$ cat config.mk
export PLATFORM = sky130hd
export DESIGN_NAME = nnau_div
export DESIGN_NICKNAME = d
export VERILOG_FILES = /design/src/sv/nnau_pkg.sv /design/src/sv/nnau_div.sv
export SDC_FILE = /design/constraint.sdc
export NUM_CORES = 2
export LEC_CHECK = 0
export ABC_AREA = 1
export BUFFER_PORTS_ARGS = -buffer_cell sky130_fd_sc_hd__buf_2
export CAP_MARGIN = 25
export CORE_MARGIN = 10
export CORE_UTILIZATION = 25
export DETAILED_ROUTE_END_ITERATION = 7
export GPL_TIMING_DRIVEN = 0
export PLACE_DENSITY = 0.45
export SLEW_MARGIN = 40
export SYNTH_ARGS = -nofsm -noshare
export SYNTH_HDL_FRONTEND = slang
export SYNTH_SLANG_ARGS = --single-unit
$ cat constraint.sdc
create_clock -name i_clk -period 27.9 [get_ports i_clk]
set_input_delay 4.185 -clock i_clk [delete_from_list [all_inputs] [get_ports i_clk]]
set_output_delay 4.185 -clock i_clk [all_outputs]
set_load 0.01 [all_outputs]
$ cat src/sv/nnau_pkg.sv
// ----------------------------------------------------------------------------
// nnau_pkg: shared types, constants and tables of the activation unit
// Holds the number formats, function codes, register indexes, the
// configuration and sideband structs, and the exp and tanh tables.
// ----------------------------------------------------------------------------
`default_nettype none

package nnau_pkg;

    // data format
    localparam int DATA_WIDTH = 16;
    localparam int FRAC_BITS  = 12;
    localparam int TABLE_SIZE = 256;
    localparam int EXP_SPAN   = 16;
    localparam int SLOPE_FRAC = 12;
    localparam int SLOPE_W    = 16;

    // internal working format, Q.30
    localparam int WF = 30;

    // table addressing
    localparam int TABLE_BITS = $clog2(TABLE_SIZE);
    localparam int IDX_W      = $clog2(TABLE_SIZE + 1);
    localparam int IDX_SHIFT  = $clog2(EXP_SPAN) + FRAC_BITS - TABLE_BITS;
    localparam int FR_W       = 16;

    // divider layout
    localparam int DIV_STAGES = 6;
    localparam int DIV_STEP   = WF / DIV_STAGES;

    // apb
    localparam int APB_DW = 32;
    localparam int APB_AW = 4;

    // constants in Q.30
    localparam logic signed [63:0] ONE_W     = 64'sd1 <<< WF;
    localparam logic signed [63:0] ONE_F     = 64'sd1 <<< FRAC_BITS;
    localparam logic signed [63:0] ONE_WW    = 64'sd1 <<< (2 * WF);
    localparam logic signed [63:0] K_SELU_L  = 64'sd1128180534;
    localparam logic signed [63:0] K_SELU_LA = 64'sd1887671670;
    localparam logic signed [63:0] K_LEAK    = 64'sd10737418;
    localparam logic signed [63:0] K_RAMP    = 64'sd107374182;

    // saturation bounds
    localparam logic signed [63:0] SAT_HI = (64'sd1 <<< (DATA_WIDTH - 1)) - 64'sd1;
    localparam logic signed [63:0] SAT_LO = -(64'sd1 <<< (DATA_WIDTH - 1));

    // rounding shift amounts
    localparam int SHIFT_F  = 0;
    localparam int SHIFT_W  = WF - FRAC_BITS;
    localparam int SHIFT_WW = 2 * WF - FRAC_BITS;
    localparam int SHIFT_FW = WF;
    localparam int SHIFT_S  = SLOPE_FRAC - FRAC_BITS;
    localparam int SHIFT_FS = SLOPE_FRAC;

    // table point spacing in Q.32
    localparam logic [127:0] ROM_STEP = (128'(EXP_SPAN) << 32) / TABLE_SIZE;

    typedef enum logic [3:0] {
        FN_SIGMOID = 4'd0,
        FN_TANH    = 4'd1,
        FN_LINEAR  = 4'd2,
        FN_RAMP    = 4'd3,
        FN_HTANH   = 4'd4,
        FN_RELU    = 4'd5,
        FN_LEAKY   = 4'd6,
        FN_ELU     = 4'd7,
        FN_SELU    = 4'd8,
        FN_PRELU   = 4'd9
    } t_func;

    typedef enum logic [1:0] {
        REG_KIND  = 2'd0,
        REG_DERIV = 2'd1,
        REG_SLOPE = 2'd2
    } t_reg_idx;

    typedef enum logic [2:0] {
        SH_F  = 3'd0,
        SH_W  = 3'd1,
        SH_WW = 3'd2,
        SH_FW = 3'd3,
        SH_S  = 3'd4,
        SH_FS = 3'd5
    } t_shift;

    localparam logic [3:0] KIND_RESET = 4'd5;
    localparam logic signed [SLOPE_W-1:0] SLOPE_RESET = 16'sd41;

    typedef logic [WF:0] t_rom_word;
    typedef t_rom_word t_rom [0:TABLE_SIZE];

    typedef struct packed {
        logic [3:0]                 kind;
        logic                       deriv;
        logic signed [SLOPE_W-1:0]  slope;
    } t_cfg;

    typedef struct packed {
        logic signed [DATA_WIDTH-1:0] x;
        t_rom_word                    e;
        t_rom_word                    t;
    } t_side;

    // shift-and-subtract quotient, used only while building the tables
    function automatic logic [127:0] long_div(input logic [127:0] n,
                                              input logic [127:0] d);
        logic [127:0] q;
        logic [127:0] rem;
        q   = '0;
        rem = '0;
        for (int b = 127; b >= 0; b--) begin
            rem = {rem[126:0], n[b]};
            if (rem >= d) begin
                rem  = rem - d;
                q[b] = 1'b1;
            end
        end
        return q;
    endfunction

    // table generation: e^-t by repeated products, tanh from e^-2t
    function automatic t_rom build_rom(input bit want_tanh);
        t_rom               rom;
        logic [127:0]       term;
        logic [127:0]       cur;
        logic [127:0]       f;
        logic [127:0]       e2;
        logic [127:0]       num;
        logic [127:0]       den;
        logic signed [127:0] sum;
        term = 128'd1 << 32;
        sum  = 128'sd1 <<< 32;
        for (int k = 1; k <= 24; k++) begin
            term = long_div((term * ROM_STEP) >> 32, 128'(k));
            if ((k % 2) == 1) sum = sum - $signed(term);
            else sum = sum + $signed(term);
        end
        f   = $unsigned(sum);
        cur = 128'd1 << 32;
        for (int i = 0; i <= TABLE_SIZE; i++) begin
            if (i > 0) cur = (cur * f + (128'd1 << 31)) >> 32;
            if (!want_tanh) begin
                rom[i] = t_rom_word'((cur + 128'd2) >> 2);
            end else if (i == 0) begin
                rom[i] = '0;
            end else begin
                e2  = (cur * cur + (128'd1 << 31)) >> 32;
                num = ((128'd1 << 32) - e2) << 30;
                den = (128'd1 << 32) + e2;
                rom[i] = t_rom_word'(long_div(num + (den >> 1), den));
            end
        end
        return rom;
    endfunction

    localparam t_rom EXP_ROM  = build_rom(1'b0);
    localparam t_rom TANH_ROM = build_rom(1'b1);

endpackage

`default_nettype wire

$ cat src/sv/nnau_div.sv
// ----------------------------------------------------------------------------
// nnau_div: pipelined restoring divider for the logistic value
// Computes round(2^60 / (2^30 + e)), a few quotient bits per stage.
// ----------------------------------------------------------------------------
`default_nettype none

module nnau_div import nnau_pkg::*; (
    input  wire logic i_clk,
    input  wire logic i_rst_n,
    input  wire logic i_adv,
    input  wire logic i_valid,
    input  t_side     i_side,
    output logic      o_valid,
    output t_side     o_side,
    output logic [WF-1:0] o_quot
);

    logic          r_v    [DIV_STAGES];
    t_side         r_side [DIV_STAGES];
    logic [31:0]   r_rem  [DIV_STAGES];
    logic [31:0]   r_d    [DIV_STAGES];
    logic [WF-1:0] r_q    [DIV_STAGES];

    logic [31:0]   s_rem  [DIV_STAGES];
    logic [31:0]   s_d    [DIV_STAGES];
    logic [WF-1:0] s_q    [DIV_STAGES];
    logic [31:0]   n_rem  [DIV_STAGES];
    logic [WF-1:0] n_q    [DIV_STAGES];
    logic [31:0]   w_d0;

    // divisor 2^30 + e, numerator 2^60 + divisor/2
    assign w_d0 = 32'(ONE_W) + 32'(i_side.e);

    // stage inputs
    always_comb begin
        s_rem[0] = 32'(ONE_W) + 32'(w_d0[31]);
        s_d[0]   = w_d0;
        s_q[0]   = '0;
        for (int s = 1; s < DIV_STAGES; s++) begin
            s_rem[s] = r_rem[s-1];
            s_d[s]   = r_d[s-1];
            s_q[s]   = r_q[s-1];
        end
    end

    // quotient bits for each stage, low numerator bits are divisor/2
    always_comb begin
        logic [31:0]   rem;
        logic [WF-1:0] q;
        logic [WF-1:0] nlo;
        int            b;
        for (int s = 0; s < DIV_STAGES; s++) begin
            rem = s_rem[s];
            q   = s_q[s];
            nlo = s_d[s][WF:1];
            for (int j = 0; j < DIV_STEP; j++) begin
                b   = WF - 1 - s * DIV_STEP - j;
                rem = {rem[30:0], nlo[b]};
                if (rem >= s_d[s]) begin
                    rem  = rem - s_d[s];
                    q[b] = 1'b1;
                end
            end
            n_rem[s] = rem;
            n_q[s]   = q;
        end
    end

    // valid bits
    always_ff @(posedge i_clk) begin
        if (!i_rst_n) begin
            for (int s = 0; s < DIV_STAGES; s++) r_v[s] <= 1'b0;
        end else if (i_adv) begin
            r_v[0] <= i_valid;
            for (int s = 1; s < DIV_STAGES; s++) r_v[s] <= r_v[s-1];
        end
    end

    // datapath
    always_ff @(posedge i_clk) begin
        if (i_adv) begin
            r_side[0] <= i_side;
            for (int s = 1; s < DIV_STAGES; s++) r_side[s] <= r_side[s-1];
            for (int s = 0; s < DIV_STAGES; s++) begin
                r_rem[s] <= n_rem[s];
                r_d[s]   <= s_d[s];
                r_q[s]   <= n_q[s];
            end
        end
    end

    assign o_valid = r_v[DIV_STAGES-1];
    assign o_side  = r_side[DIV_STAGES-1];
    assign o_quot  = r_q[DIV_STAGES-1];

endmodule

`default_nettype wire

### After elaboration in Yosys (flattened, before gate mapping)

Memories as Yosys holds them, arrays and structs flattened.
Index checks and enable logic that the tools add are counted.

| storage, ports and cells | value |
|---|---|
| RAM bits | 1038 |
| input bits | 82 |
| register bits | 0 |
| memories | 5 |

| cells by class | value |
|---|---|
| add/subtract/negate cells | 32 |
| bitwise operators | 6 |
| mux-type cells | 71 |
| magnitude comparators | 30 |

Memory list:

| name | words | width | read ports | clocked after memory_dff | write ports | RTL line | source |
|---|---|---|---|---|---|---|---|
| r_side | 6 | 78 | 6 | 0 | 6 | nnau_div.sv:19 | `t_side r_side [DIV_STAGES];` |
| r_d | 6 | 32 | 5 | 0 | 6 | nnau_div.sv:21 | `logic [31:0] r_d [DIV_STAGES];` |
| r_rem | 6 | 32 | 5 | 0 | 6 | nnau_div.sv:20 | `logic [31:0] r_rem [DIV_STAGES];` |
| r_q | 6 | 30 | 6 | 0 | 6 | nnau_div.sv:22 | `logic [WF-1:0] r_q [DIV_STAGES];` |
| r_v | 6 | 1 | 6 | 0 | 6 | nnau_div.sv:18 | `logic r_v [DIV_STAGES];` |

Operators by type and width:

| cell | number |
|---|---|
| 32-bit >= comparator | 30 |
| 31-bit 2-to-1 mux | 24 |
| 31-bit subtractor | 24 |
| 32-bit 2-to-1 mux | 6 |
| 32-bit subtractor | 6 |
| 1-bit 2-to-1 mux | 41 |
| 31-bit by 31-bit adder with 32-bit output (first input constant) | 1 |
| 31-bit by 1-bit adder with 31-bit output (first input constant) | 1 |
| 1-bit bitwise OR | 6 |

### Depth between registers and ports, before layout

| logic depth | value |
|---|---|
| depth after elaboration | 12 |
| depth in mapped cells | 73 |
| mapped depth without buffers | 69 |

### Worst setup path after synthesis

OpenSTA, ideal clock, no wires.

| timing | value |
|---|---|
| path type | in2reg |
| start | input i_side[32] (netlist bit) |
| end | memory r_rem[0][7] (data pin) |
| cell stages on the path | 58 |
| arrival | 11.995 ns |
| required time | 27.641 ns |
| library setup time | 0.259 ns |
| path buffers | 7 |
| slack | 15.646 ns |
| cells stage by stage | inv_1 fa_1 nand3_4 o31ai_4 a21oi_2 clkbuf_1 nor2_1 ha_1 a21oi_1 o21ai_0 a21oi_1 nand3_2 nand2_2 nand2_4 buf_2 o21ai_0 inv_1 ha_1 (+22 left out) nand3_4 inv_2 buf_2 nand3_1 o21a_1 ha_1 nand2_1 nand2_1 a31oi_1 nand2_1 a21oi_1 o21ai_1 nand2_1 nand3_1 buf_2 buf_4 nand2_1 nand2_1 |

RTL lines:

| what | RTL line | source |
|---|---|---|
| start, declared | nnau_div.sv:12 | `input t_side i_side,` |
| end, declared | nnau_div.sv:20 |  |

==> results.json <==
{
  "finalWeightedCongestion": 0.940,
  "drc": 0,
  "cts_htree_levels": 3,
  "tightest_slew_ns": 1.01,
  "grt_setup_unrepaired": "false",
  "max_freq_mhz": 66.5,
  "yosys_warnings": 0,
  "netlist.area_leader.share": 0.246,
  "relSlewSlack": 0.320,
  "die_y_um": 619,
  "outcome": "finished, final reports clean",
  "finClkSkew_ns": 0.140,
  "clk_latency_ns": 0.90,
  "worstSetupPathType": "in2reg",
  "grt.total_usage": 0.187,
  "grt_pass1_wl_mm": 546,
  "die_width_um": 619,
  "ys_ff_latch": 739,
  "grt_start_max_net_pins": 100,
  "path_common_cell": "nand2_1",
  "clock-sinks": 739,
  "required_ns": 28.61,
  "grt_pass1_vias": 84000,
  "yosys_most_used_dff": "edfxtp_1",
  "via_per_inst": 4.81,
  "setup_viol": 0,
  "dr.pass1.iters": 6,
  "io_pins": 191,
  "rows": 219,
  "num_vias": 88700,
  "post_cts_buffers": 0,
  "routed_wirelength_mm": 376,
  "post-synth-top-area-cell": "edfxtp_1",
  "fin_crit_ns": 15.04,
  "setup.worst_path.end_class": "flip-flop",
  "cts_resized": 0,
  "final.setup.tns_ns": 0,
  "die_area_um2": 383000,
  "path_clk_slew_ns": 0.06,
  "initial_core_util": 0.251,
  "drt_iter0_markers": 7217,
  "slowest_stage": "fa_1",
  "coreArea_um2": 356000,
  "drive_gt1_frac": 0.0664,
  "cp.arrival_ns": 15.75,
  "synth_area_leaders": "edfxtp_1 25%, nand2_1 16%, ha_1 13%",
  "cp-start-kind": "input pin",
  "async_flop_share": 0,
  "cp_max_fo": 10,
  "finalMaxSlewViolations": 0,
  "area_growth_pct": 11.9,
  "syn-cell-area_um2": 89600,
  "ant_nets": 0,
  "hold_violations": 0,
  "numPortBuffers": 190,
  "cap_violations": 0,
  "synth_edf_count": 734,
  "wl_per_cell_um": 20.4,
  "cts_tree": "yes",
  "avgSynthCellArea_um2": 6.75,
  "numCtsBuffers": 102,
  "max_stage_delay_ns": 0.64,
  "ctsRootBufferMaster": "clkbuf_16",
  "min_period_over_period": 0.539,
  "fin_nets": 14600,
  "ctsHoldBuffers": 0,
  "netlist_instances": 13300,
  "yosysSeqAreaShare": 0.247,
  "ys_types": 75,
  "clk_path_buf_depth": 4,
  "antenna_found_initial": 25,
  "gr-total-overflow": 0,
  "syn_nets": 14300,
  "dp_hpwl_mm": 320,
  "hp-class": "reg2reg"
}
==> flip-flops by register name (all words and copies together) (netlist names) <==
| signal | flops |
|---|---|
| r_d | 155 |
| r_q | 105 |
| r_v | 6 |
| r_side | 318 |
| r_rem | 155 |
==> layer usage <==
metal	vias up	track usage	part of all wire
met2	2105	0.308	0.45
met3	366	0.0182	0.048
met4	4	0.0565	0.032
met5	-	0	0.000067
met1	41000	0.259	0.47
li1	45200	-	-
==> worst paths after layout <==
check | startpoint | slack, ns | to | depth (start not counted)
hold / removal | r_d[2][5]$_DFFE_PP_ | 0.38 | r_d[3][5]$_DFFE_PP_ | 0
setup / recovery | i_side[32] | 12.86 | r_rem[0][24]$_DFFE_PP_ | 53
hold reg to reg | r_d[2][5]$_DFFE_PP_ | 0.38 | r_d[3][5]$_DFFE_PP_ | 0
setup reg to reg | r_d[3][10]$_DFFE_PP_ | 14.10 | r_rem[4][1]$_DFFE_PP_ | 57
==> worst max-delay path, delay by kind of cell <==
family / cells / cell delay [ns]
fa+ha+maj: 5 / 2.17
buf+inv: 12 / 2.91
compound gates: 14 / 3.13
simple gates: 22 / 3.26
==> kinds of logic (layout without fill, tap and decap cells) <==
family | after synthesis | in the layout | share of synthesized area
buffers and inverters | 1900 | 2282 | 0.0855
DFF | 739 | 739 | 0.247
AOI/OAI and AO/OA | 2206 | 2206 | 0.143
xor gates and xnor gates | 534 | 534 | 0.0522
and+or+nand+nor | 6932 | 6932 | 0.336
muxes | 2 | 2 | 0.000223
other | 0 | 23 | 0
adders and majority gates | 959 | 959 | 0.136
==> metrics by stage <==
| stage | worst slack [ns] | std cells | hold slack [ns] | utilization | instance area, µm² |
|---|---|---|---|---|---|
| detailed placement | 12.12 | 18200 | 0.405 | 0.271 | 96800 |
| global route | 12.09 | 18400 | 0.386 | 0.281 | 100000 |
| global placement | 7.37 | 18200 | 0.400 | 0.271 | 96500 |
| floorplan | 15.65 | 13300 | 0.400 | - | 89600 |
| finish | 12.86 | 18400 | 0.383 | 0.281 | 100000 |
| CTS | 13.05 | 18400 | 0.361 | 0.281 | 100000 |
==> layout make-up <==
type	count	area [µm²]
Timing Repair Buffer	198	1190
Clock buffer	119	2640
Multi-Input combinational cell	10600	59800
Sequential cell	739	22100
Buffer	169	1160
Clock inverter	65	800
Antenna cell	23	57.6
Inverter	1731	6510
Tap cell	4751	5940
Fill cell	40000	256000
==> cell usage after synthesis (16+ instances only) <==
cell,number
buf_6,38
o21ai_0,528
o21a_1,48
or2_2,92
o211ai_1,33
buf_2,91
inv_1,1688
a21oi_2,19
nor4_1,42
a21boi_1,29
o21bai_1,119
a21oi_1,959
a21o_1,129
nor3_1,168
o21ai_2,45
o211ai_2,16
inv_2,38
a21boi_0,43
or2_1,25
nand3_1,1062
a31oi_1,57
o21ai_1,94
edfxtp_1,734
fa_1,29
and2_1,169
xnor2_1,206
ha_1,930
nor2_1,1052
nand4_1,192
nand2_2,34
nand3b_1,93
xor2_1,328
a221oi_1,26
nand2_1,3871
buf_4,30
nand3_2,58
nor2_2,30
==> layout by cell type (no fill, tap or decap), types with 96 or more instances in the layout <==
cell,count
o21ai_0,526
a21o_1,129
nand2_1,3871
xnor2_1,206
a21oi_1,959
clkbuf_16,103
o21ai_1,96
nand4_1,192
inv_1,1687
edfxtp_1,734
nand3_1,1062
buf_2,280
nor2_1,1052
xor2_1,328
o21bai_1,119
nor3_1,168
and2_1,169
ha_1,930
Power is left out: the tool's default activity adds up to more than one toggle a clock period on the data nets, which glitch-free logic cannot reach.
