<file path="src/sv/nnau_pkg.sv">
// ----------------------------------------------------------------------------
// nnau_pkg: shared types, constants and tables of the activation unit
// Holds the number formats, function codes, register indexes, the
// configuration and sideband structs, and the exp and tanh tables.
// ----------------------------------------------------------------------------
`default_nettype none

package nnau_pkg;

    // data format
    localparam int DATA_WIDTH = 16;
    localparam int FRAC_BITS  = 12;
    localparam int TABLE_SIZE = 256;
    localparam int EXP_SPAN   = 16;
    localparam int SLOPE_FRAC = 12;
    localparam int SLOPE_W    = 16;

    // internal working format, Q.30
    localparam int WF = 30;

    // table addressing
    localparam int TABLE_BITS = $clog2(TABLE_SIZE);
    localparam int IDX_W      = $clog2(TABLE_SIZE + 1);
    localparam int IDX_SHIFT  = $clog2(EXP_SPAN) + FRAC_BITS - TABLE_BITS;
    localparam int FR_W       = 16;

    // divider layout
    localparam int DIV_STAGES = 6;
    localparam int DIV_STEP   = WF / DIV_STAGES;

    // apb
    localparam int APB_DW = 32;
    localparam int APB_AW = 4;

    // constants in Q.30
    localparam logic signed [63:0] ONE_W     = 64'sd1 <<< WF;
    localparam logic signed [63:0] ONE_F     = 64'sd1 <<< FRAC_BITS;
    localparam logic signed [63:0] ONE_WW    = 64'sd1 <<< (2 * WF);
    localparam logic signed [63:0] K_SELU_L  = 64'sd1128180534;
    localparam logic signed [63:0] K_SELU_LA = 64'sd1887671670;
    localparam logic signed [63:0] K_LEAK    = 64'sd10737418;
    localparam logic signed [63:0] K_RAMP    = 64'sd107374182;

    // saturation bounds
    localparam logic signed [63:0] SAT_HI = (64'sd1 <<< (DATA_WIDTH - 1)) - 64'sd1;
    localparam logic signed [63:0] SAT_LO = -(64'sd1 <<< (DATA_WIDTH - 1));

    // rounding shift amounts
    localparam int SHIFT_F  = 0;
    localparam int SHIFT_W  = WF - FRAC_BITS;
    localparam int SHIFT_WW = 2 * WF - FRAC_BITS;
    localparam int SHIFT_FW = WF;
    localparam int SHIFT_S  = SLOPE_FRAC - FRAC_BITS;
    localparam int SHIFT_FS = SLOPE_FRAC;

    // table point spacing in Q.32
    localparam logic [127:0] ROM_STEP = (128'(EXP_SPAN) << 32) / TABLE_SIZE;

    typedef enum logic [3:0] {
        FN_SIGMOID = 4'd0,
        FN_TANH    = 4'd1,
        FN_LINEAR  = 4'd2,
        FN_RAMP    = 4'd3,
        FN_HTANH   = 4'd4,
        FN_RELU    = 4'd5,
        FN_LEAKY   = 4'd6,
        FN_ELU     = 4'd7,
        FN_SELU    = 4'd8,
        FN_PRELU   = 4'd9
    } t_func;

    typedef enum logic [1:0] {
        REG_KIND  = 2'd0,
        REG_DERIV = 2'd1,
        REG_SLOPE = 2'd2
    } t_reg_idx;

    typedef enum logic [2:0] {
        SH_F  = 3'd0,
        SH_W  = 3'd1,
        SH_WW = 3'd2,
        SH_FW = 3'd3,
        SH_S  = 3'd4,
        SH_FS = 3'd5
    } t_shift;

    localparam logic [3:0] KIND_RESET = 4'd5;
    localparam logic signed [SLOPE_W-1:0] SLOPE_RESET = 16'sd41;

    typedef logic [WF:0] t_rom_word;
    typedef t_rom_word t_rom [0:TABLE_SIZE];

    typedef struct packed {
        logic [3:0]                 kind;
        logic                       deriv;
        logic signed [SLOPE_W-1:0]  slope;
    } t_cfg;

    typedef struct packed {
        logic signed [DATA_WIDTH-1:0] x;
        t_rom_word                    e;
        t_rom_word                    t;
    } t_side;

    // shift-and-subtract quotient, used only while building the tables
    function automatic logic [127:0] long_div(input logic [127:0] n,
                                              input logic [127:0] d);
        logic [127:0] q;
        logic [127:0] rem;
        q   = '0;
        rem = '0;
        for (int b = 127; b >= 0; b--) begin
            rem = {rem[126:0], n[b]};
            if (rem >= d) begin
                rem  = rem - d;
                q[b] = 1'b1;
            end
        end
        return q;
    endfunction

    // table generation: e^-t by repeated products, tanh from e^-2t
    function automatic t_rom build_rom(input bit want_tanh);
        t_rom               rom;
        logic [127:0]       term;
        logic [127:0]       cur;
        logic [127:0]       f;
        logic [127:0]       e2;
        logic [127:0]       num;
        logic [127:0]       den;
        logic signed [127:0] sum;
        term = 128'd1 << 32;
        sum  = 128'sd1 <<< 32;
        for (int k = 1; k <= 24; k++) begin
            term = long_div((term * ROM_STEP) >> 32, 128'(k));
            if ((k % 2) == 1) sum = sum - $signed(term);
            else sum = sum + $signed(term);
        end
        f   = $unsigned(sum);
        cur = 128'd1 << 32;
        for (int i = 0; i <= TABLE_SIZE; i++) begin
            if (i > 0) cur = (cur * f + (128'd1 << 31)) >> 32;
            if (!want_tanh) begin
                rom[i] = t_rom_word'((cur + 128'd2) >> 2);
            end else if (i == 0) begin
                rom[i] = '0;
            end else begin
                e2  = (cur * cur + (128'd1 << 31)) >> 32;
                num = ((128'd1 << 32) - e2) << 30;
                den = (128'd1 << 32) + e2;
                rom[i] = t_rom_word'(long_div(num + (den >> 1), den));
            end
        end
        return rom;
    endfunction

    localparam t_rom EXP_ROM  = build_rom(1'b0);
    localparam t_rom TANH_ROM = build_rom(1'b1);

endpackage

`default_nettype wire

</file>
<file path="src/sv/nnau_cfg.sv">
// ----------------------------------------------------------------------------
// nnau_cfg: configuration registers
// APB-style register bank for function select, derivative mode and slope.
// ----------------------------------------------------------------------------
`default_nettype none

module nnau_cfg import nnau_pkg::*; (
    input  wire logic              i_clk,
    input  wire logic              i_rst_n,
    input  wire logic              psel,
    input  wire logic              penable,
    input  wire logic              pwrite,
    input  wire logic [APB_AW-1:0] paddr,
    input  wire logic [APB_DW-1:0] pwdata,
    output logic      [APB_DW-1:0] prdata,
    output logic                   pready,
    output t_cfg                   o_cfg
);

    logic [3:0]                r_kind;
    logic                      r_deriv;
    logic signed [SLOPE_W-1:0] r_slope;
    logic                      w_wr;
    t_reg_idx                  w_idx;

    assign pready = 1'b1;
    assign w_wr   = psel && penable && pwrite;
    assign w_idx  = t_reg_idx'(paddr[3:2]);

    // register writes
    always_ff @(posedge i_clk) begin
        if (!i_rst_n) begin
            r_kind  <= KIND_RESET;
            r_deriv <= 1'b0;
            r_slope <= SLOPE_RESET;
        end else if (w_wr) begin
            unique case (w_idx)
                REG_KIND:  r_kind  <= pwdata[3:0];
                REG_DERIV: r_deriv <= pwdata[0];
                REG_SLOPE: r_slope <= pwdata[SLOPE_W-1:0];
                default: ;
            endcase
        end
    end

    // read mux
    always_comb begin
        unique case (w_idx)
            REG_KIND:  prdata = APB_DW'(r_kind);
            REG_DERIV: prdata = APB_DW'(r_deriv);
            REG_SLOPE: prdata = APB_DW'($unsigned(r_slope));
            default:   prdata = '0;
        endcase
    end

    assign o_cfg = '{kind: r_kind, deriv: r_deriv, slope: r_slope};

endmodule

`default_nettype wire

</file>
<file path="config.mk">
export PLATFORM = sky130hd
export DESIGN_NAME = nnau_cfg
export DESIGN_NICKNAME = d
export VERILOG_FILES = /design/src/sv/nnau_pkg.sv /design/src/sv/nnau_cfg.sv
export SDC_FILE = /design/constraint.sdc
export NUM_CORES = 1
export LEC_CHECK = 0
export ABC_AREA = 1
export BUFFER_PORTS_ARGS = -buffer_cell sky130_fd_sc_hd__buf_2
export CAP_MARGIN = 25
export CORE_MARGIN = 5
export CORE_UTILIZATION = 39
export DETAILED_ROUTE_END_ITERATION = 16
export PLACE_DENSITY = 0.84
export SYNTH_ARGS = -nofsm -noshare
export SYNTH_HDL_FRONTEND = slang
export SYNTH_SLANG_ARGS = --single-unit
</file>
<file path="constraint.sdc">
create_clock -name i_clk -period 0.9 [get_ports i_clk]
set_clock_uncertainty 0.1 [all_clocks]
set_input_delay 0 -clock i_clk [delete_from_list [all_inputs] [get_ports i_clk]]
set_output_delay 0 -clock i_clk [all_outputs]
set_load 0.05 [all_outputs]
</file>
# Word level (Yosys, flattened, before mapping)
# Index checks and enable logic that the tools add are counted.
# Widths: inputs -> output; s select.
[totals] ramBits=0 inputBits=41 latchBits=0 regBits=21 mem_bits_ro=0 mem_count=0
[classes] mul=0 magnitude_cmp=0 muxes=1 div=0 n_reduce_logical=6 bitwise=0 n_eq_ne=2 shift=0 add_sub_neg=0
[op_table] cell="$pmux 16 s3" n=1
[op_table] cell="$reduce_and 2->1" n=3
[op_table] cell="$eq 2x1->1 const B" n=1
[op_table] cell="$eq 2x2->1 const B" n=1
[op_table] cell="$logic_and 1x1->1" n=2
[op_table] cell="$logic_not 2->1" n=1

# Logic depth before layout (Yosys ltp)
# Gate-level depths: netlist (run 1).
[depth] word_depth=3 depth_mapped=6 ltp_nobuf=5

# Worst setup path after synthesis (run 1)
# No wires, ideal clock.
[synth_path] kind="register to output" startpoint="reg r_slope[10]" endpoint="out prdata[10]" path_buffers=0 setup_slack_ps=-579 t_arrival_ps=1379 path_stages_with_launch=3 cell_sequence="dfxtp_1 > inv_1 > nor2_1"
[synth_via] elab_chain_cells=1
[synth_lines] element="from (decl)" line="nnau_cfg.sv:22" source="logic signed [SLOPE_W-1:0] r_slope;"
[synth_lines] element="from (signal assigned)" line="nnau_cfg.sv:40" source="REG_SLOPE: r_slope <= pwdata[SLOPE_W-1:0];"
[synth_lines] element="$pmux 16 s3" line="nnau_cfg.sv:48" source="unique case (w_idx)"
[synth_lines] element="to (decl)" line="nnau_cfg.sv:15" source="output logic [APB_DW-1:0] prdata,"
# Every way passes these cells.

# Worst setup path after layout (run 1)
[layout_path] startpoint="reg r_slope[1]" endpoint="out prdata[1]"
# The elaborated chain is that of the path after synthesis.

==> results of run 1 <==
-- report_power, final --
group / leakage (nW) / switching, mW / total, mW / internal [mW]
Clock: 0.0150 / 0.323 / 0.496 / 0.173
Sequential: 0.181 / 0.0242 / 0.938 / 0.914
Combinational: 0.983 / 0.520 / 0.826 / 0.307
Total: 1.18 / 0.867 / 2.26 / 1.39
-- state kept, by name (all words and copies together), names as in the netlist --
register,cells
r_kind,4
r_deriv,1
r_slope,16
-- routing by layer --
layer | vias to the layer above | GRT usage | wire length (µm)
met2 | 75 | 0.393 | 2700
met3 | 12 | 0.0359 | 299
met5 | - | 0 | 0
li1 | 724 | - | -
met4 | 0 | 0.0518 | 91
met1 | 715 | 0.197 | 1820
-- critical path: cells and delay by family, from the launching register on --
family,cells,cell delay (ns)
flops,1,0.37
compound gates,1,0.22
buf+inv,1,0.15
-- worst max-delay path by stage --
stage	start	end	slack (ns)	cells past startpoint
after floorplan	paddr[2]	prdata[11]	0.02	4
after global placement	paddr[3]	prdata[2]	-0.03	5
after detailed placement	paddr[2]	prdata[14]	-0.04	6
after CTS	r_slope[1]	prdata[1]	-0.25	2
after global routing	r_kind[1]	prdata[1]	-0.29	2
final	r_slope[1]	prdata[1]	-0.26	2
-- layout by cell type, fill, tap and decap left out, types with 3 or more instances in the layout --
cell type and count:
dfxtp_2 5, inv_1 16, buf_6 22, nor2_1 33
nand2_2 4, clkbuf_4 3, buf_4 12, buf_12 3
dfxtp_4 16, nand2_1 29, nand3_1 21, conb_1 17
a22o_4 3, buf_8 29, nor2_4 15, inv_2 13
dlygate4sd3_1 16, buf_2 22
-- cell type report --
class,count,area share
multi-input combinational,127,0.283
tap,33,0.0167
inverter,30,0.0466
sequential,21,0.197
clock buffer,4,0.0106
timing repair buffer,104,0.447
-- stage by stage --
step / TNS, ns / cell area [µm²] / setup WS (ns)
floorplan: 0 / 1440 / 0.0180
global placement: -0.263 / 1750 / -0.0317
detailed placement: -0.528 / 1750 / -0.0402
CTS: -4.10 / 2290 / -0.250
global route: -6.58 / 2470 / -0.289
finish: -5.50 / 2470 / -0.263
-- logic make-up after synthesis --
| logic type | Yosys count | share of synthesized area |
|---|---|---|
| AO/OA/AOI/OAI | 4 | 0.0260 |
| buffers and inverters | 54 | 0.242 |
| flip-flops | 21 | 0.350 |
| other | 2 | 0.00625 |
| AND/OR/NAND/NOR | 106 | 0.376 |
-- what timing repair did --
| item | 4_1_cts | 5_1_grt |
|---|---|---|
| gates resized for setup | 115 | 27 |
| gates cloned | 0 | 0 |
| hold buffers | 16 | 0 |
| setup endpoints to repair | 37 | 38 |
| pin swaps | 3 | 1 |
| hold endpoints to repair | 21 | 0 |
| setup buffers | 3 | 13 |
==> metrics.md, run 1 <==
| Metric | Value |
|---|---|
| Outcome | complete, but fails checks |
| Failing checks | negative hold slack, negative setup slack |
| Post-Layout Cell Count | 319 |
| Via count | 1526 |
| Sequential-to-total area share from yosys stat | 0.350 |
| Final Hold Viols | 9 |
| Post-synthesis cell type count | 16 |
| Min Tclk post-route | between 1 and 1.5 ns |
| Most area-hungry cell type in the Yosys netlist | dfxtp_1 |
| N_diodes | 0 |
| Fmax | 860 MHz |
| Synth area leaders | dfxtp_1, nor2_1, buf_4, nand2_1, nand3_1 |
| Remaining Overflow, GRT | 0 |
| Maximum vdd ir drop | just under 0.0007 V |
| Multi-input logic area | 698 µm² |
| Effective utilization at floorplan | 0.400 |
| EDFF count, synth | 0 |
| Antenna viol nets, final | 0 |
| Mean Syn Cell Area | 6.42 µm² |
| FF+latch area | between 400 and 500 µm² |
| First drt pass iteration count | 4 |
| # setup viols final | 38 |
| Cell count after synthesis | roughly 190 |
| Die area | between 4000 and 5000 µm² |
| Worst skew pair latency | ~0.30 ns |
| Post-synth top cells | nor2_1, nand2_1, inv_1 |
| Clk slew on worst S/H paths | around 0.15 ns |
| First-pass GRT wire length | 6.57 mm |
| Final Max Slew Viols | 0 |
| CTS Buf Count | 3 |
| Via count of the first global-routing pass | 1454 |
| Max Cap Viol | 0 |
| CP Class | flop to output port |
| Share of cells above drive strength 1 | 0.531 |
| Root buf cell | clkbuf_4 |
| Port bufs | 59 |
| Cell count of the worst reg-to-reg path | 4 |
| Site Rows | 20 |
| Top_reg_cell synth | dfxtp_1 |
| Top cell type's share of synthesized area | 0.350 |
| Inst Count DP | between 200 and 300 |
| P_leak | about 1.2 nW |
| Hold Path End | r_slope[0] |
| GP Congestion | ~0.79 |
| Hold depth | 2 |
| Setup ws final | -0.263 ns |
| Final nets | 328 |
| Reg2reg end | r_kind[1] |
| Critical path's slowest cell | dfxtp_4 |
| CTS tree | built |
| Final wirelength | 4.91 mm |
| Fin crit share | 1.29 |
| CTS Buffer Depth | 2 |
| Core ar. | 3000 µm² |
| Synth async-reset ratio | 0 |
| RSZ-0062 raised after global routing | yes |
| Hold WC Path Type | input pin to flop |
| Maximum net fanout on the critical path | 2 |
| Power Dens Cells | 915 nW/µm² |
| Die width | ~65 µm |
| GRT Util Overall | 0.194 |
| Final routed DRC violation total | 0 |
| HPWL after detailed placement | 2.47 mm |
| Min Hold Slack | -0.0234 ns |
| Util after Layout | 0.823 |
| Syn. warnings | 0 |
| CP peak stage delay | 0.37 ns |
| H-tree depth | 1 |
| Req. time, crit path | roughly 0.8 ns |
| Routed len/inst | 15.4 µm |
| Final-layout fill cell count | between 150 and 200 |
| Die height | 65.5 µm |
| HP Start | i_rst_n |
| Worst R2R Start | r_kind[1] |
| Clk sinks | 21 |
| Worst EP arrival | 1.06 ns |
| Most frequent cell after synthesis | nor2_1 |
| Largest net degree at the start of global routing | 22 |
| Critical path, cell by cell | a22o_4 -> buf_8 |
| Area grow syn2layout | 106% |
| IO Pins | 95 |
| Crit path capture type | output port |
| Post-Syn Area | 1200 µm² |
| Via-to-Cell Ratio | 4.78 |
| Pwr Total | approximately 2.3 mW |
| Seq cells post-synth | 21 |
| Iter 0 DRT Violations | roughly 150 |
| Critical path startpoint category | flop |
| Antenna violations before repair | 0 |
| Reg2reg setup slack | -0.01 ns |
Power figures use the tool's default switching activity.
==> run 2, diff against run 1 <==
- RECOVER_POWER: unset -> 100
==> run 2 against run 1 <==
Against the previous run:
- the run still ends with negative hold slack, negative setup slack left
- combinational power about the same
- global-route usage unchanged
- clock power about the same
- sequential share of layout area down 0.12 points
- first-iteration DRC count unchanged
- sequential power about the same
- non-clock buffer count unchanged
- setup slack about the same
- flip-flop and latch count unchanged
- final cell count unchanged
- count of clock-buffer cells in the layout unchanged
- largest cell class unchanged
- highest routed layer unchanged
==> metrics.md, run 2 (synthesized netlist as in run 1, its figures left out) <==
| Metric | Value |
|---|---|
| First-pass GRT wire length | 6.57 mm |
| Area grow syn2layout | 105% |
| CTS Buffer Depth | 2 |
| Met3 usage | 0.0359 |
| Met1 GRT Util | 0.197 |
| GRT Util Overall | 0.194 |
| GR peak layer | met2 |
| Reg2reg setup slack | -0.01 ns |
| Clk slew on worst S/H paths | 0.14 ns |
| Effective utilization at floorplan | 0.400 |
| Port bufs | 59 |
| Worst R2R Start | r_kind[1] |
| CP Class | flop to output port |
| Max Cap Viol | 0 |
| First drt pass iteration count | 4 |
| Die width | approximately 65 µm |
| Failing checks | negative hold slack, negative setup slack |
| Area post-placement | 1750 µm² |
| Root buf cell | clkbuf_4 |
| Biggest regs | r_slope (16), r_kind (4), r_deriv (1) |
| Min Hold Slack | -0.0223 ns |
| Most frequent cells in the layout | nor2_1, nand2_1, buf_8 |
| CTS tree | built |
| Via-to-Cell Ratio | around 4.8 |
| N_diodes | 0 |
| Worst EP arrival | 1.06 ns |
| Antenna viol nets, final | 0 |
| Clk sinks | 21 |
| Setup ws final | -0.262 ns |
| P_leak | between 1 and 1.5 nW |
| Hold depth | 2 |
| GP Congestion | 0.793 |
| Critical path startpoint category | flop |
| Worst skew pair latency | between 0.3 and 0.4 ns |
| HP Start | i_rst_n |
| GR Util met2 | 0.393 |
| Req. time, crit path | ~0.8 ns |
| Outcome | complete, but fails checks |
| Core ar. | approximately 3000 µm² |
| H-tree depth | 1 |
| Fin crit share | 1.29 |
| Hold Path End | r_slope[0] |
| Hold WC Path Type | input pin to flop |
| Cell count of the worst reg-to-reg path | 4 |
| CTS Buf Count | 3 |
| Routed len/inst | 15.4 µm |
| Max reg flops | 16 |
| Reg2reg end | r_kind[1] |
| Site Rows | 20 |
| Largest net degree at the start of global routing | 22 |
| Final Hold Viols | 8 |
| Die height | roughly 65 µm |
| Remaining Overflow, GRT | 0 |
| Final routed DRC violation total | 0 |
| IO Pins | between 90 and 100 |
| Via count | between 1.5k and 2k |
| Power Dens Cells | 917 nW/µm² |
| Via count of the first global-routing pass | between 1k and 1.5k |
| Final Max Slew Viols | 0 |
| Commonest non-fill, non-tap cell in the layout | nor2_1 |
| RSZ-0062 raised after global routing | yes |
| Die area | 4290 µm² |
| Share of cells above drive strength 1 | 0.528 |
| Final wirelength | 4.91 mm |
| Maximum vdd ir drop | 0.000682 V |
| # setup viols final | 38 |
| Crit path capture type | output port |
| Min Tclk post-route | roughly 1.2 ns |
| Setup TNS | -5.59 ns |
| HPWL after detailed placement | 2.47 mm |
| Antenna violations before repair | 0 |
| Fmax | 860 MHz |
| Final instance area | 2470 µm² |
| Top reg by flops | r_slope |
| Final nets | 328 |
| Maximum net fanout on the critical path | 2 |
| Iter 0 DRT Violations | approximately 150 |
run 2: cell counts in the layout (fill, tap and decap cells not counted):
Identical to the previous run, type by type.
run 2: how the worst max path moves through the flow:
stage / start / depth (start not counted) / end / slack [ns]
final: r_slope[1] / 2 / prdata[1] / -0.26
after global routing: r_kind[1] / 2 / prdata[1] / -0.29
after CTS: r_slope[1] / 2 / prdata[1] / -0.25
after detailed placement: paddr[2] / 6 / prdata[14] / -0.04
after global placement: paddr[3] / 5 / prdata[2] / -0.03
after floorplan: paddr[2] / 4 / prdata[11] / 0.02
run 2: what timing repair did:
action / CTS / global route
pin swaps: 3 / 1
hold buffers: 16 / 0
setup buffers: 3 / 13
setup endpoints to repair: 37 / 38
hold endpoints to repair: 21 / 0
gates resized for setup: 115 / 27
run 2: metal layers:
metal  vias to the layer above  share of wire
li1                        724              -
met5                         -              0
met1                       717           0.37
met2                        75           0.55
met4                         0          0.019
met3                        12          0.061
run 2: final cells by class:
cell class,instances,area [µm²]
clock buffers,4,26.3
fillers,172,536
inverters,30,115
multi-input cells,127,698
flip-flops and latches,21,483
well taps,33,41.3
repair buffers,104,1100
run 2: worst max-delay path, stage by stage, from the launching register on:
cell     delay [ns]
dfxtp_4        0.37
a22o_4         0.22
buf_8          0.15
run 2: report_power, final:
part | switching, mW | internal (mW)
Combinational | 0.520 | 0.307
Sequential | 0.0242 | 0.916
Clock | 0.323 | 0.173
Total | 0.867 | 1.40
run 2: metrics by stage:
step / hold WS (ns) / cells / setup slack (ns) / power, mW / util
floorplan: 0.0110 / 202 / 0.0180 / 1.48 / -
global placement: 0.122 / 284 / -0.0317 / 1.58 / 0.581
detailed placement: 0.130 / 284 / -0.0402 / 1.58 / 0.581
CTS: -0.0329 / 307 / -0.250 / 2.19 / 0.762
global route: -0.0117 / 319 / -0.289 / 2.34 / 0.822
finish: -0.0223 / 319 / -0.262 / 2.26 / 0.822
