$ cat src/sv/nnau_pkg.sv
// ----------------------------------------------------------------------------
// nnau_pkg: shared types, constants and tables of the activation unit
// Holds the number formats, function codes, register indexes, the
// configuration and sideband structs, and the exp and tanh tables.
// ----------------------------------------------------------------------------
`default_nettype none

package nnau_pkg;

    // data format
    localparam int DATA_WIDTH = 16;
    localparam int FRAC_BITS  = 12;
    localparam int TABLE_SIZE = 256;
    localparam int EXP_SPAN   = 16;
    localparam int SLOPE_FRAC = 12;
    localparam int SLOPE_W    = 16;

    // internal working format, Q.30
    localparam int WF = 30;

    // table addressing
    localparam int TABLE_BITS = $clog2(TABLE_SIZE);
    localparam int IDX_W      = $clog2(TABLE_SIZE + 1);
    localparam int IDX_SHIFT  = $clog2(EXP_SPAN) + FRAC_BITS - TABLE_BITS;
    localparam int FR_W       = 16;

    // divider layout
    localparam int DIV_STAGES = 6;
    localparam int DIV_STEP   = WF / DIV_STAGES;

    // apb
    localparam int APB_DW = 32;
    localparam int APB_AW = 4;

    // constants in Q.30
    localparam logic signed [63:0] ONE_W     = 64'sd1 <<< WF;
    localparam logic signed [63:0] ONE_F     = 64'sd1 <<< FRAC_BITS;
    localparam logic signed [63:0] ONE_WW    = 64'sd1 <<< (2 * WF);
    localparam logic signed [63:0] K_SELU_L  = 64'sd1128180534;
    localparam logic signed [63:0] K_SELU_LA = 64'sd1887671670;
    localparam logic signed [63:0] K_LEAK    = 64'sd10737418;
    localparam logic signed [63:0] K_RAMP    = 64'sd107374182;

    // saturation bounds
    localparam logic signed [63:0] SAT_HI = (64'sd1 <<< (DATA_WIDTH - 1)) - 64'sd1;
    localparam logic signed [63:0] SAT_LO = -(64'sd1 <<< (DATA_WIDTH - 1));

    // rounding shift amounts
    localparam int SHIFT_F  = 0;
    localparam int SHIFT_W  = WF - FRAC_BITS;
    localparam int SHIFT_WW = 2 * WF - FRAC_BITS;
    localparam int SHIFT_FW = WF;
    localparam int SHIFT_S  = SLOPE_FRAC - FRAC_BITS;
    localparam int SHIFT_FS = SLOPE_FRAC;

    // table point spacing in Q.32
    localparam logic [127:0] ROM_STEP = (128'(EXP_SPAN) << 32) / TABLE_SIZE;

    typedef enum logic [3:0] {
        FN_SIGMOID = 4'd0,
        FN_TANH    = 4'd1,
        FN_LINEAR  = 4'd2,
        FN_RAMP    = 4'd3,
        FN_HTANH   = 4'd4,
        FN_RELU    = 4'd5,
        FN_LEAKY   = 4'd6,
        FN_ELU     = 4'd7,
        FN_SELU    = 4'd8,
        FN_PRELU   = 4'd9
    } t_func;

    typedef enum logic [1:0] {
        REG_KIND  = 2'd0,
        REG_DERIV = 2'd1,
        REG_SLOPE = 2'd2
    } t_reg_idx;

    typedef enum logic [2:0] {
        SH_F  = 3'd0,
        SH_W  = 3'd1,
        SH_WW = 3'd2,
        SH_FW = 3'd3,
        SH_S  = 3'd4,
        SH_FS = 3'd5
    } t_shift;

    localparam logic [3:0] KIND_RESET = 4'd5;
    localparam logic signed [SLOPE_W-1:0] SLOPE_RESET = 16'sd41;

    typedef logic [WF:0] t_rom_word;
    typedef t_rom_word t_rom [0:TABLE_SIZE];

    typedef struct packed {
        logic [3:0]                 kind;
        logic                       deriv;
        logic signed [SLOPE_W-1:0]  slope;
    } t_cfg;

    typedef struct packed {
        logic signed [DATA_WIDTH-1:0] x;
        t_rom_word                    e;
        t_rom_word                    t;
    } t_side;

    // shift-and-subtract quotient, used only while building the tables
    function automatic logic [127:0] long_div(input logic [127:0] n,
                                              input logic [127:0] d);
        logic [127:0] q;
        logic [127:0] rem;
        q   = '0;
        rem = '0;
        for (int b = 127; b >= 0; b--) begin
            rem = {rem[126:0], n[b]};
            if (rem >= d) begin
                rem  = rem - d;
                q[b] = 1'b1;
            end
        end
        return q;
    endfunction

    // table generation: e^-t by repeated products, tanh from e^-2t
    function automatic t_rom build_rom(input bit want_tanh);
        t_rom               rom;
        logic [127:0]       term;
        logic [127:0]       cur;
        logic [127:0]       f;
        logic [127:0]       e2;
        logic [127:0]       num;
        logic [127:0]       den;
        logic signed [127:0] sum;
        term = 128'd1 << 32;
        sum  = 128'sd1 <<< 32;
        for (int k = 1; k <= 24; k++) begin
            term = long_div((term * ROM_STEP) >> 32, 128'(k));
            if ((k % 2) == 1) sum = sum - $signed(term);
            else sum = sum + $signed(term);
        end
        f   = $unsigned(sum);
        cur = 128'd1 << 32;
        for (int i = 0; i <= TABLE_SIZE; i++) begin
            if (i > 0) cur = (cur * f + (128'd1 << 31)) >> 32;
            if (!want_tanh) begin
                rom[i] = t_rom_word'((cur + 128'd2) >> 2);
            end else if (i == 0) begin
                rom[i] = '0;
            end else begin
                e2  = (cur * cur + (128'd1 << 31)) >> 32;
                num = ((128'd1 << 32) - e2) << 30;
                den = (128'd1 << 32) + e2;
                rom[i] = t_rom_word'(long_div(num + (den >> 1), den));
            end
        end
        return rom;
    endfunction

    localparam t_rom EXP_ROM  = build_rom(1'b0);
    localparam t_rom TANH_ROM = build_rom(1'b1);

endpackage

`default_nettype wire

$ cat src/sv/nnau_post.sv
// ----------------------------------------------------------------------------
// nnau_post: function select, product, rounding and saturation
// Each function is written as addend + a*b at a known scale, then
// rounded to the output format and clamped.
// ----------------------------------------------------------------------------
`default_nettype none

module nnau_post import nnau_pkg::*; (
    input  wire logic                    i_clk,
    input  wire logic                    i_rst_n,
    input  wire logic                    i_adv,
    input  t_cfg                         i_cfg,
    input  wire logic                    i_valid,
    input  t_side                        i_side,
    input  wire logic [WF-1:0]           i_quot,
    output logic                         o_valid,
    output logic signed [DATA_WIDTH-1:0] o_result,
    output logic                         o_clipped
);

    // stage 1: operand select
    logic               r_v1;
    logic signed [63:0] r_add1;
    logic signed [31:0] r_ma;
    logic signed [31:0] r_mb;
    t_shift             r_sh1;
    logic signed [63:0] n_add;
    logic signed [31:0] n_ma;
    logic signed [31:0] n_mb;
    t_shift             n_sh;

    // stage 2: product
    logic               r_v2;
    logic signed [63:0] r_add2;
    logic signed [63:0] r_prod;
    t_shift             r_sh2;

    // stage 3: sum
    logic               r_v3;
    logic signed [63:0] r_sum;
    t_shift             r_sh3;

    // stage 4: output register
    logic                         r_v4;
    logic signed [DATA_WIDTH-1:0] r_res;
    logic                         r_clip;

    logic signed [63:0] w_x;
    logic signed [63:0] w_e;
    logic signed [63:0] w_ts;
    logic signed [63:0] w_sp;
    logic signed [63:0] w_slope;
    logic               w_neg;
    logic               w_pos;

    logic [5:0]         w_amt;
    logic [63:0]        w_mag;
    logic [63:0]        w_half;
    logic [63:0]        w_rnd;
    logic signed [63:0] w_r;

    assign w_x     = 64'(i_side.x);
    assign w_e     = $signed(64'(i_side.e));
    assign w_sp    = $signed(64'(i_quot));
    assign w_slope = 64'(i_cfg.slope);
    assign w_neg   = i_side.x[DATA_WIDTH-1];
    assign w_pos   = !w_neg && (i_side.x != '0);
    assign w_ts    = w_neg ? -$signed(64'(i_side.t)) : $signed(64'(i_side.t));

    // per-function operands
    always_comb begin
        n_add = '0;
        n_ma  = '0;
        n_mb  = '0;
        n_sh  = SH_F;
        case (t_func'(i_cfg.kind))
            FN_SIGMOID: begin
                if (i_cfg.deriv) begin
                    n_ma = 32'(w_sp);
                    n_mb = 32'(ONE_W - w_sp);
                    n_sh = SH_WW;
                end else begin
                    n_add = w_neg ? ONE_W - w_sp : w_sp;
                    n_sh  = SH_W;
                end
            end
            FN_TANH: begin
                if (i_cfg.deriv) begin
                    n_add = ONE_WW;
                    n_ma  = 32'(w_ts);
                    n_mb  = 32'(-w_ts);
                    n_sh  = SH_WW;
                end else begin
                    n_add = w_ts;
                    n_sh  = SH_W;
                end
            end
            FN_LINEAR: begin
                n_add = i_cfg.deriv ? ONE_F : w_x;
            end
            FN_RAMP: begin
                if (i_cfg.deriv) begin
                    n_add = (w_pos ? ONE_W : 64'sd0) + K_RAMP;
                    n_sh  = SH_W;
                end else begin
                    n_ma = 32'(w_x);
                    n_mb = 32'((w_pos ? ONE_W : 64'sd0) + K_RAMP);
                    n_sh = SH_FW;
                end
            end
            FN_HTANH: begin
                if (i_cfg.deriv) n_add = (w_x > -ONE_F && w_x < ONE_F) ? ONE_F : 64'sd0;
                else if (w_x < -ONE_F) n_add = -ONE_F;
                else if (w_x > ONE_F) n_add = ONE_F;
                else n_add = w_x;
            end
            FN_RELU: begin
                if (i_cfg.deriv) n_add = w_neg ? 64'sd0 : ONE_F;
                else n_add = w_pos ? w_x : 64'sd0;
            end
            FN_LEAKY: begin
                if (i_cfg.deriv) begin
                    n_add = w_neg ? K_LEAK : ONE_W;
                    n_sh  = SH_W;
                end else begin
                    n_ma = 32'(w_x);
                    n_mb = 32'(w_neg ? K_LEAK : ONE_W);
                    n_sh = SH_FW;
                end
            end
            FN_ELU: begin
                if (w_pos) begin
                    n_add = i_cfg.deriv ? ONE_F : w_x;
                end else begin
                    n_add = i_cfg.deriv ? w_e : w_e - ONE_W;
                    n_sh  = SH_W;
                end
            end
            FN_SELU: begin
                if (w_pos && i_cfg.deriv) begin
                    n_add = K_SELU_L;
                    n_sh  = SH_W;
                end else if (w_pos) begin
                    n_ma = 32'(w_x);
                    n_mb = 32'(K_SELU_L);
                    n_sh = SH_FW;
                end else begin
                    n_ma = 32'(K_SELU_LA);
                    n_mb = 32'(i_cfg.deriv ? w_e : w_e - ONE_W);
                    n_sh = SH_WW;
                end
            end
            FN_PRELU: begin
                if (!w_neg) begin
                    n_add = i_cfg.deriv ? ONE_F : w_x;
                end else if (i_cfg.deriv) begin
                    n_add = w_slope;
                    n_sh  = SH_S;
                end else begin
                    n_ma = 32'(w_x);
                    n_mb = 32'(w_slope);
                    n_sh = SH_FS;
                end
            end
            default: ;
        endcase
    end

    // round to nearest, ties away from zero, then clamp
    always_comb begin
        case (r_sh3)
            SH_W:    w_amt = 6'(SHIFT_W);
            SH_WW:   w_amt = 6'(SHIFT_WW);
            SH_FW:   w_amt = 6'(SHIFT_FW);
            SH_S:    w_amt = 6'(SHIFT_S);
            SH_FS:   w_amt = 6'(SHIFT_FS);
            default: w_amt = 6'(SHIFT_F);
        endcase
        w_mag  = r_sum[63] ? $unsigned(-r_sum) : $unsigned(r_sum);
        w_half = (w_amt == '0) ? 64'd0 : (64'd1 << (w_amt - 6'd1));
        w_rnd  = (w_mag + w_half) >> w_amt;
        w_r    = r_sum[63] ? -$signed(w_rnd) : $signed(w_rnd);
    end

    // valid bits
    always_ff @(posedge i_clk) begin
        if (!i_rst_n) begin
            r_v1 <= 1'b0;
            r_v2 <= 1'b0;
            r_v3 <= 1'b0;
            r_v4 <= 1'b0;
        end else if (i_adv) begin
            r_v1 <= i_valid;
            r_v2 <= r_v1;
            r_v3 <= r_v2;
            r_v4 <= r_v3;
        end
    end

    // datapath
    always_ff @(posedge i_clk) begin
        if (i_adv) begin
            r_add1 <= n_add;
            r_ma   <= n_ma;
            r_mb   <= n_mb;
            r_sh1  <= n_sh;

            r_add2 <= r_add1;
            r_prod <= r_ma * r_mb;
            r_sh2  <= r_sh1;

            r_sum  <= r_add2 + r_prod;
            r_sh3  <= r_sh2;

            if (w_r > SAT_HI) begin
                r_res  <= DATA_WIDTH'(SAT_HI);
                r_clip <= 1'b1;
            end else if (w_r < SAT_LO) begin
                r_res  <= DATA_WIDTH'(SAT_LO);
                r_clip <= 1'b1;
            end else begin
                r_res  <= DATA_WIDTH'(w_r);
                r_clip <= 1'b0;
            end
        end
    end

    assign o_valid   = r_v4;
    assign o_result  = r_res;
    assign o_clipped = r_clip;

endmodule

`default_nettype wire

$ cat config.mk
export PLATFORM = sky130hd
export DESIGN_NAME = nnau_post
export DESIGN_NICKNAME = d
export VERILOG_FILES = /design/src/sv/nnau_pkg.sv /design/src/sv/nnau_post.sv
export SDC_FILE = /design/constraint.sdc
export NUM_CORES = 2
export LEC_CHECK = 0
export ABC_AREA = 1
export BUFFER_PORTS_ARGS = -buffer_cell sky130_fd_sc_hd__buf_4
export CAP_MARGIN = 20
export CORE_AREA = 2 2 394 396
export DETAILED_ROUTE_END_ITERATION = 12
export DIE_AREA = 0 0 396 398
export GPL_TIMING_DRIVEN = 0
export PLACE_DENSITY = 0.72
export SYNTH_ARGS = -nofsm -noshare
export SYNTH_HDL_FRONTEND = slang
export SYNTH_SLANG_ARGS = --single-unit
$ cat constraint.sdc
create_clock -name i_clk -period 10.71 [get_ports i_clk]
set_clock_uncertainty 0.1 [all_clocks]
set_input_delay 2.142 -clock i_clk [delete_from_list [all_inputs] [get_ports i_clk]]
set_output_delay 2.142 -clock i_clk [all_outputs]
set_load 0.03 [all_outputs]
=== Word level (Yosys, flattened, before mapping) ===
Index checks and enable logic that the tools add are counted.

* Eq/ne operators: 13
* $lt $le $gt $ge: 6
* Reduce and logical (&&, ||, !) cells: 9
* Add/sub/neg operators: 10
* $mul: 1
* Muxes and demuxes: 54
* Shift-type cells: 2

{| class="wikitable"
|+ Operators with widths
! cell !! number
|-
| 64-bit two-way mux || 17
|-
| 64-bit case mux with 10 select lines || 1
|-
| 32-bit two-way mux || 14
|-
| 32-bit case mux with 6 select lines || 1
|-
| 32-bit case mux with 5 select lines || 1
|-
| 31-bit two-way mux || 5
|-
| 64-bit adder || 2
|-
| 64-bit negation || 2
|-
| 64-bit by 16-bit greater-than comparator with 1-bit output, second input constant || 1
|-
| 64-bit by 16-bit < comparator with 1-bit output, second input constant || 1
|-
| 32-bit by 32-bit multiplier with 64-bit output || 1
|-
| 31-bit negation with 64-bit output || 1
|-
| 1-bit by 6-bit << shifter with 64-bit output, first input constant || 1
|-
| 64-bit by 6-bit >> shifter with 64-bit output || 1
|-
| 31-bit by 27-bit adder with 32-bit output, second input constant || 1
|-
| 32-bit negation || 1
|-
| 31-bit by 30-bit subtractor with 32-bit output, first input constant || 1
|-
| 31-bit by 31-bit subtractor with 32-bit output, second input constant || 1
|-
| 30-bit two-way mux || 1
|-
| 13-bit two-way mux || 2
|-
| 6-bit case mux with 4 select lines || 1
|-
| 4-bit by 3-bit == test with 1-bit output, second input constant || 4
|-
| 16-bit by 13-bit greater-than comparator with 1-bit output, second input constant || 1
|-
| 16-bit by 14-bit greater-than comparator with 1-bit output, second input constant || 1
|-
| other kinds (21) || 32
|}

* Logic and storage cells: 110
* Output and inout bits: 18
* Register bits after elaboration: 350
* Input bits: 133

=== Depth between registers and ports, before layout ===
* Depth after elaboration: 11
* Mapped depth: 52
* Depth with buffers taken out: 50

=== Worst setup path before layout ===
Ideal clock, no wire load.

* Kind: reg-to-reg
* Start point: register r_mb[2]
* End point: register r_prod[58], data pin
* Arrival: 7.519 ns
* Path slack: 2.826 ns
* Path buffers: 1
* Period minus slack after synthesis: 7.884 ns
* Data required time: 10.345 ns
* Library setup time: 0.265 ns
* Stages on the path, launching flop included: 36
* Cell sequence: edfxtp_1 -> clkbuf_1 -> nand2_1 -> fa_1 -> fa_1 -> fa_1 -> inv_1 -> fa_1 -> inv_1 -> fa_1 -> inv_1 -> ha_1 -> inv_1 -> fa_1 -> inv_1 -> fa_1 -> ha_1 -> nand2_1 -> nor2_1 -> a211oi_1 -> o21ai_1 -> nand2_1 -> nand2_1 -> a21oi_1 -> o21ai_1 -> a21oi_1 -> o21bai_1 -> a21boi_1 -> o21ai_0 -> a21boi_1 -> o21ai_0 -> a21oi_1 -> o21ai_1 -> a21oi_1 -> o21ai_0 -> xor2_1

* Longest elaborated chain between the ends: 1

{| class="wikitable"
|+ RTL lines
! what !! RTL line !! RTL
|-
| start, declared || nnau_post.sv:25 || <nowiki>logic signed [31:0] r_mb;</nowiki>
|-
| start signal, assigned || nnau_post.sv:205 || <nowiki>r_mb <= n_mb;</nowiki>
|-
| 32-bit by 32-bit multiplier with 64-bit output || nnau_post.sv:209 || <nowiki>r_prod <= r_ma * r_mb;</nowiki>
|-
| end signal, assigned || nnau_post.sv:209 ||
|-
| end, declared || nnau_post.sv:35 || <nowiki>logic signed [63:0] r_prod;</nowiki>
|}

No other way between the ends.
A chain may end at the register's enable or synchronous reset.

=== Final worst setup path ===
* Start point: register r_mb[10]
* End point: register r_prod[56], data pin

Same word-level chain as after synthesis.

==> flow_summary.ini <==
[logic_synthesis]
netlist_area_um2 = 68580
synth_cell_type_count = 75
syn_inst = 9159
synth_simple_gate_area_share_pct = 25.59
post_synth_xor_area_fraction_pct = 3.102
synth_fa_ha_area_share_pct = 36.85
synthMuxAreaShare_pct = 0
ys_seq_area_share_pct = 15.00
ys_async_sr_fraction_pct = 0
avgSynthCellArea_um2 = 7.488
synth_top_family_by_area = adder cells
yosysWarnings = 0
synth_compound_area_share_pct = 6.236
synth_edf_count = 340
ys_ff_latch = 344
yosys_most_used_dff = edfxtp_1

[setup_path]
crit_path_max_incr_delay_ns = 0.85
end_kind = flip-flop
crit_top_cell = fa_1
slowest_stage = clkbuf_1
crit_path_start_kind = flip-flop
arrival_ns = 10.56
path_class = reg -> reg
worstPathMaxFanout = 10
cp.required_ns = 10.91

[place]
placed_cells = 11390
port_buffers = 149
hpwlAfterDp_mm = 267.9
place_ws_ns = -0.2454
gp_congestion = 1.088

[route]
ant_nets = 0
dr.pass1.iters = 6
vias = 64550
wire_per_inst_um = 27.23
first_iter_violations = 7239
via_per_inst = 5.621
drt_wl_total_mm = 312.7
drc_errors = 0

[clock_tree]
cts_tree = built
root_buffer = clkbuf_16
cts_buffers = 37
path_clk_slew_ns = 0.07
htreeDepth = 2
clk_path_buf_depth = 3
clock-sinks = 344
clk-insertion-delay-late_ns = 0.62
cts-hold-fix-buffers = 0

[floorplan]
row_count = 144
boundaryPins = 151
die_h_um = 398
core_um2 = 153300
fp.dieW_um = 396
initial_utilization_pct = 44.73
dieArea_um2 = 157600

[grt]
grt_pass1_wl_mm = 445.3
antenna_found_initial = 17
grt_usage_pct = 39.52
grt_max_degree = 124
grt-ovfl-total = 0
grt_pass1_vias = 64130

[timing]
tns_ns = 0
max_freq_ghz = 0.09654
hold_ws_ns = 0.3148
slew_headroom_pct = 11.59
setup_viol = 0
worst_slew_pin_slew_ns = 1.326
finalHoldViolations = 0
min_period_ns = 10.36
slew_violations = 0
period_share_pct = 96.72
layout_setup_ws_ns = 0.3511
rsz0062_at_grt = no

[finish]
stdcell_count = 11480
nets = 10910
drive_above_1_share_pct = 6.499
area_growth_pct = 8.185
layout_commonest_cell = nand2_1
final_cell_mix = nand2_1 (2496), inv_1 (2036), fa_1 (1083)

[hold_path]
hold_class = reg -> reg

[status]
status = finished, final reports clean

[run]
timing.max_cap.violations = 0
-- repair_timing --
item	in CTS	in global routing
hold endpoints to repair	0	0
endpoints found under the setup margin	4	7
cloned	0	0
setup buffers	0	14
resized for setup	12	108
-- synth_stat cells, types with 68 or more instances --
cell	instances	share of area, %
clkbuf_1	260	1.4
inv_1	2036	11
nor2_1	586	3.2
nand2_1	2496	14
edfxtp_1	340	15
ha_1	287	5.2
xnor2_1	68	0.87
nand4_1	114	1.0
nand3_1	564	4.1
o21ai_0	173	1.3
fa_1	1083	32
a21oi_1	227	1.7
xor2_1	173	2.2
nand2_2	77	0.70
-- per-layer routing --
metal  GRT usage, %  up-vias  part of all wire (%)
met4          25.62       14                   8.1
met5              0        -                 0.024
met1          49.03    31680                    38
li1               -    28390                     -
met2          62.22     3587                    44
met3          8.832      878                    10
-- worst paths after layout --
| check | startpoint | to | slack [ns] | cells after the start |
|---|---|---|---|---|
| hold / removal | r_add1[60]$_DFFE_PP_ | r_add2[60]$_DFFE_PP_ | 0.31 | 0 |
| setup reg to reg | r_mb[10]$_DFFE_PP_ | r_prod[56]$_DFFE_PP_ | 0.35 | 29 |
| hold reg to reg | r_add1[60]$_DFFE_PP_ | r_add2[60]$_DFFE_PP_ | 0.31 | 0 |
| setup / recovery | r_mb[10]$_DFFE_PP_ | r_prod[56]$_DFFE_PP_ | 0.35 | 29 |
-- cells by family after synthesis --
group / count (synthesis)
other cells: 1
simple gates: 4109
xor+xnor: 242
fa+ha+maj: 1370
buf+inv: 2396
flops: 344
compound gates: 697
-- sequential cells by signal, indices dropped and copies added, names as in the netlist --
name	count
r_v2	1
r_add2	61
r_v1	1
o_result	16
o_clipped	1
r_sh2	3
r_mb	32
o_valid	1
r_v3	1
r_sh3	3
r_sum	64
r_prod	64
r_ma	32
r_sh1	3
r_add1	61
-- critical path, delay by kind of cell (launching register included) --
kind	cells	cell delay (ns)
fa+ha+maj	9	4.33
xor+xnor	1	0.51
compound gates	10	2.70
simple gates	5	0.63
flops	1	0.74
buf+inv	4	1.01
-- final cells by class --
class                   count  area (um^2)
clock buffers              44        972.2
repair buffers            184         1622
flip-flops and latches    344        10290
plain buffers             315         1320
well taps                2044         2557
multi-input cells        6440        49320
clock inverters            24        279.0
fillers                 15530        79140
inverters                2081         7811
diodes                      7        17.52
-- stage by stage --
step	util [%]	instance area [um^2]
3_3_place_gp	47.18	72330
6_report	48.39	74190
3_5_place_dp	47.35	72600
4_1_cts	48.18	73870
2_1_floorplan	-	68660
5_1_grt	48.38	74180
Power is left out: the tool's default activity adds up to more than one toggle a clock period on the data nets, which glitch-free logic cannot reach.
